File: src/rtl/lhbb_pkg.sv
// package with shared types and constants of the line hash bucket builder
`timescale 1ns / 1ps

package lhbb_pkg;

   // sizes
   localparam int MAX_LINES   = 4096;
   localparam int IDX_BITS    = $clog2(MAX_LINES);
   localparam int LENGTH_BITS = 13;
   localparam int WORD_BITS   = 32;
   localparam int COUNT_BITS  = 13;
   localparam int DIV_STEPS   = WORD_BITS;
   localparam int STEP_BITS   = $clog2(DIV_STEPS);

   typedef logic [7:0]             byte_type;
   typedef logic [WORD_BITS-1:0]   word_type;
   typedef logic [LENGTH_BITS-1:0] len_type;
   typedef logic [LENGTH_BITS:0]   len_count_type;
   typedef logic [IDX_BITS-1:0]    idx_type;
   typedef logic [IDX_BITS:0]      link_type;
   typedef logic [COUNT_BITS-1:0]  count_type;
   typedef logic [STEP_BITS-1:0]   step_type;

   localparam byte_type  NEWLINE_BYTE = 8'd10;
   localparam len_type   LEN_LIMIT    = {LENGTH_BITS{1'b1}};
   localparam count_type NB_MAX       = COUNT_BITS'(MAX_LINES);
   localparam count_type NB_MIN       = COUNT_BITS'(1);

   // control of the bucket store
   typedef struct packed {
      logic     rd_en;
      logic     wr_en;
      logic     clr_en;
      idx_type  addr;
      link_type head;
   } store_ctrl_type;

   // status of the modulo unit
   typedef struct packed {
      logic busy;
      logic done;
   } div_status_type;

endpackage

File: src/rtl/lhbb_mod_unit.sv
// iterative restoring modulo unit, one quotient bit per cycle
`timescale 1ns / 1ps

module lhbb_mod_unit (
   input  logic                     clock,
   input  logic                     reset,
   input  logic                     start,
   input  lhbb_pkg::word_type       dividend,
   input  lhbb_pkg::count_type      divisor,
   output lhbb_pkg::div_status_type status,
   output lhbb_pkg::idx_type        remainder
);

   logic                busy_ff, busy_in;
   logic                done_ff, done_in;
   lhbb_pkg::step_type  step_ff, step_in;
   lhbb_pkg::idx_type   rem_ff;
   lhbb_pkg::word_type  dvd_ff;
   lhbb_pkg::count_type dsr_ff;

   lhbb_pkg::count_type partial;
   lhbb_pkg::count_type diff;
   logic                fits;
   lhbb_pkg::idx_type   rem_in;

   // shift in the next dividend bit, subtract where it fits
   assign partial = {rem_ff, dvd_ff[lhbb_pkg::WORD_BITS-1]};
   assign fits    = (partial >= dsr_ff);
   assign diff    = partial - dsr_ff;
   assign rem_in  = fits ? diff[lhbb_pkg::IDX_BITS-1:0] : partial[lhbb_pkg::IDX_BITS-1:0];

   always_comb begin
      busy_in = busy_ff;
      done_in = 1'b0;
      step_in = step_ff;
      if (start) begin
         busy_in = 1'b1;
         step_in = '0;
      end else if (busy_ff) begin
         step_in = step_ff + 1'b1;
         if (step_ff == lhbb_pkg::STEP_BITS'(lhbb_pkg::DIV_STEPS - 1)) begin
            busy_in = 1'b0;
            done_in = 1'b1;
         end
      end
   end

   always_ff @(posedge clock) begin
      if (reset) begin
         busy_ff <= 1'b0;
         done_ff <= 1'b0;
         step_ff <= '0;
      end else begin
         busy_ff <= busy_in;
         done_ff <= done_in;
         step_ff <= step_in;
      end
   end

   always_ff @(posedge clock) begin
      if (start) begin
         rem_ff <= '0;
         dvd_ff <= dividend;
         dsr_ff <= divisor;
      end else if (busy_ff) begin
         rem_ff <= rem_in;
         dvd_ff <= {dvd_ff[lhbb_pkg::WORD_BITS-2:0], 1'b0};
      end
   end

   assign status.busy = busy_ff;
   assign status.done = done_ff;
   assign remainder   = rem_ff;

endmodule

File: config.mk
export PLATFORM = sky130hd
export DESIGN_NAME = lhbb_mod_unit
export DESIGN_NICKNAME = d
export VERILOG_FILES = /design/src/rtl/lhbb_pkg.sv /design/src/rtl/lhbb_mod_unit.sv
export SDC_FILE = /design/constraint.sdc
export NUM_CORES = 1
export LEC_CHECK = 0
export BUFFER_PORTS_ARGS = -buffer_cell sky130_fd_sc_hd__buf_2
export CORE_MARGIN = 10
export CORE_UTILIZATION = 35
export DETAILED_ROUTE_END_ITERATION = 7
export PLACE_DENSITY = 0.63
export SLEW_MARGIN = 30
export SYNTH_ARGS = -nofsm -noshare
export SYNTH_HDL_FRONTEND = slang
export SYNTH_SLANG_ARGS = --single-unit
File: constraint.sdc
create_clock -name clock -period 5.1 [get_ports clock]
set_input_delay 0.51 -clock clock [delete_from_list [all_inputs] [get_ports clock]]
set_output_delay 0.51 -clock clock [all_outputs]
set_load 0.1 [all_outputs]
==> flow_metrics.py <==
metrics = {
    "run_status": {
        "status": "finished, final reports clean",
    },
    "global_routing": {
        "track_usage_pct": 10.5,
        "grt_max_degree": 36,
        "grt_first_pass_wirelength_microns": 11100,
        "grt_remaining_overflow": 0,
        "antenna_found_initial": 0,
        "grt_pass1_vias": 2264,
    },
    "timing": {
        "final.min_clock_period_ns": 2.47,
        "clock.fmax_mhz": 405,
        "fin_skew_ns": 0.00691,
        "min_period_over_period_pct": 48.5,
        "hold_viol": 0,
        "rsz0062_at_grt": "false",
        "relSlewSlack_pct": 43.5,
        "finalWorstSetupSlack_ns": 2.63,
        "finalMaxSlewViolations": 0,
        "fin_tns_setup_ns": 0,
        "setup_violations": 0,
        "worst_slew_pin_slew_ns": 0.847,
    },
    "worst_setup_path": {
        "crit_arrival_ns": 2.73,
        "critPathLaunchType": "flip-flop",
        "worstSetupEndpointType": "flip-flop",
        "critical_path_peak_fanout": 12,
        "crit_type": "flip-flop to flip-flop",
        "crit_required_ns": 5.36,
    },
    "logic_synthesis": {
        "ys_top_cells_by_area": "edfxtp_1 42%, dfxtp_1 12%, mux2_2 11%, ha_1 5.8%, mux2i_1 3.1%",
        "yosys.area_share.simple_pct": 8.89,
        "synth_edf_count": 45,
        "syn_area_sq_um": 3210,
        "synthMuxAreaShare_pct": 14.3,
        "synth_ff_type": "edfxtp_1",
        "synth_cell_types": 41,
        "synthTopCellsByCount": "45 x edfxtp_1, 31 x mux2_2, 19 x dfxtp_1, 19 x inv_1, 19 x nor2_1",
        "synth_adder_area_share_pct": 6.47,
        "synth_area_leader_cell": "edfxtp_1",
        "synthCells": 258,
        "synth_compound_gate_area_share_pct": 8.69,
        "syn_nets": 322,
        "synth_top_area_share_pct": 42.1,
        "yosysMostFrequentCell": "edfxtp_1",
        "synth_top_family_by_area": "multiplexers",
        "async_flop_share_pct": 0,
        "yosysWarnings": 0,
        "synth_xor_xnor_area_share_pct": 3.27,
        "syn-mean-instance-area_sq_um": 12.4,
        "yosysSeqAreaShare_pct": 54.0,
        "ys_ff_latch": 64,
    },
    "final_layout": {
        "fillCellCount": 836,
        "diodes": 0,
        "drive_above_1_share_pct": 36.2,
        "area_growth_pct": 19.1,
        "fin_util_pct": 43.4,
        "final_net_count": 385,
        "fin_area_sq_um": 3820,
    },
    "cts": {
        "hold_buffers": 0,
        "cts-resized-gates": 0,
        "cts_tree": "yes",
        "cts_buffers": 9,
        "path_clk_slew_ns": 0.08,
        "cts_sinks": 64,
        "cts_max_level": 3,
        "postCtsSetupRepairBufs": 0,
        "cts_root_buffer": "clkbuf_8",
        "cts_max_path_buffers": 2,
        "clock_latency_ns": 0.35,
    },
    "drt": {
        "drtIter0Drc": 78,
        "wire_per_inst_microns": 15.3,
        "finalWirelength_microns": 6650,
        "vias": 2112,
        "ant_nets": 0,
        "dr.pass1.iters": 4,
        "drc": 0,
        "viasPerCell": 4.87,
    },
    "floorplanning": {
        "fp-row-count": 34,
        "io_pins": 62,
        "die-area_sq_um": 13400,
        "die_h_microns": 116,
        "core_area_sq_um": 8810,
        "start_util_pct": 36.4,
        "die_w_microns": 116,
    },
    "placed_design": {
        "io_buffers": 61,
        "placed_cell_area_sq_um": 3600,
        "routabilityCongestion": 0.803,
        "place_ws_ns": 2.64,
        "dp_hpwl_microns": 4780,
    },
    "power": {
        "fin_total_pwr_mw": 1.33,
        "ir_worst_vdd_v": 0.000213,
        "powerDensity_nw_per_um2": 347,
        "p_leak_nw": 1.56,
    },
    "job": {
        "drv_cap": 0,
    },
    "worst_hold_path": {
        "hp-class": "primary input to flip-flop",
    },
}
==> state kept, by name, summed over array words and instances, names as in the netlist <==
| name | cells |
|---|---|
| busy_ff | 1 |
| done_ff | 1 |
| step_ff | 5 |
| dsr_ff | 13 |
| dvd_ff | 32 |
| remainder | 12 |
==> final timing paths <==
| kind | startpoint | endpoint | slack (ns) | cells past startpoint |
|---|---|---|---|---|
| min reg2reg | remainder[7] | remainder[7] | 0.49 | 2 |
| min | divisor[8] | dsr_ff[8] | 0.33 | 1 |
| max reg2reg | dsr_ff[11] | remainder[0] | 2.63 | 8 |
| max | dsr_ff[11] | remainder[0] | 2.63 | 8 |
==> critical path: stages, from the launching register on <==
cell and delay [ns]:
edfxtp_1 0.33, inv_1 0.04, ha_1 0.34, a211oi_1 0.26, nand2_1 0.12, o22ai_2 0.22
o211ai_2 0.39, mux2_1 0.44, a211oi_1 0.24
==> where the power goes <==
part	internal, mW	leakage (nW)	switching (mW)	total, mW
combinational	0.0821	0.849	0.125	0.207
sequential	0.604	0.604	0.0183	0.623
clock	0.280	0.110	0.218	0.498
total	0.967	1.56	0.361	1.33
==> cells in the final DEF, fill, tap and decap left out, drive strengths merged, types with 5 or more instances in the layout <==
| master | instances |
|---|---|
| edfxtp | 45 |
| buf | 63 |
| nor2 | 19 |
| nand2 | 10 |
| nor3 | 7 |
| o211ai | 5 |
| inv | 21 |
| xnor2 | 7 |
| xor2 | 5 |
| a21oi | 7 |
| ha | 15 |
| o21ai | 8 |
| mux2i | 10 |
| a211oi | 10 |
| clkbuf | 9 |
| dfxtp | 19 |
| mux2 | 32 |
| nand3 | 6 |
==> per-layer routing <==
layer,vias to the layer above,GRT usage (%),part of all wire [%]
li1,1072,-,-
met1,960,13.2,47
met2,70,15.8,43
met3,10,4.81,8.0
met4,0,3.25,1.6
met5,-,0,0
==> cell type report <==
cell class	instances	area, sq um	share of cell area [%]
clock buffers	9	124	3.24
clock inverters	7	103	2.68
inverters	19	71.3	1.87
multi-input cells	164	1340	35.0
flip-flops and latches	64	1730	45.3
well taps	108	135	3.54
repair buffers	63	320	8.38
==> metrics by stage <==
stage          std cells  hold slack, ns
4_1_cts              434           0.317
2_1_floorplan        258           0.498
3_3_place_gp         418           0.478
5_1_grt              434           0.315
6_report             434           0.333
3_5_place_dp         418           0.483
==> cells by family after synthesis <==
logic type	count (synthesis)
flip-flops	64
XOR/XNOR	12
AND/OR/NAND/NOR	55
adder cells (fa/ha/maj)	16
multiplexers	42
buffers and inverters	30
AO/OA/AOI/OAI	39
Note: power is estimated with default switching activity, not from simulation.
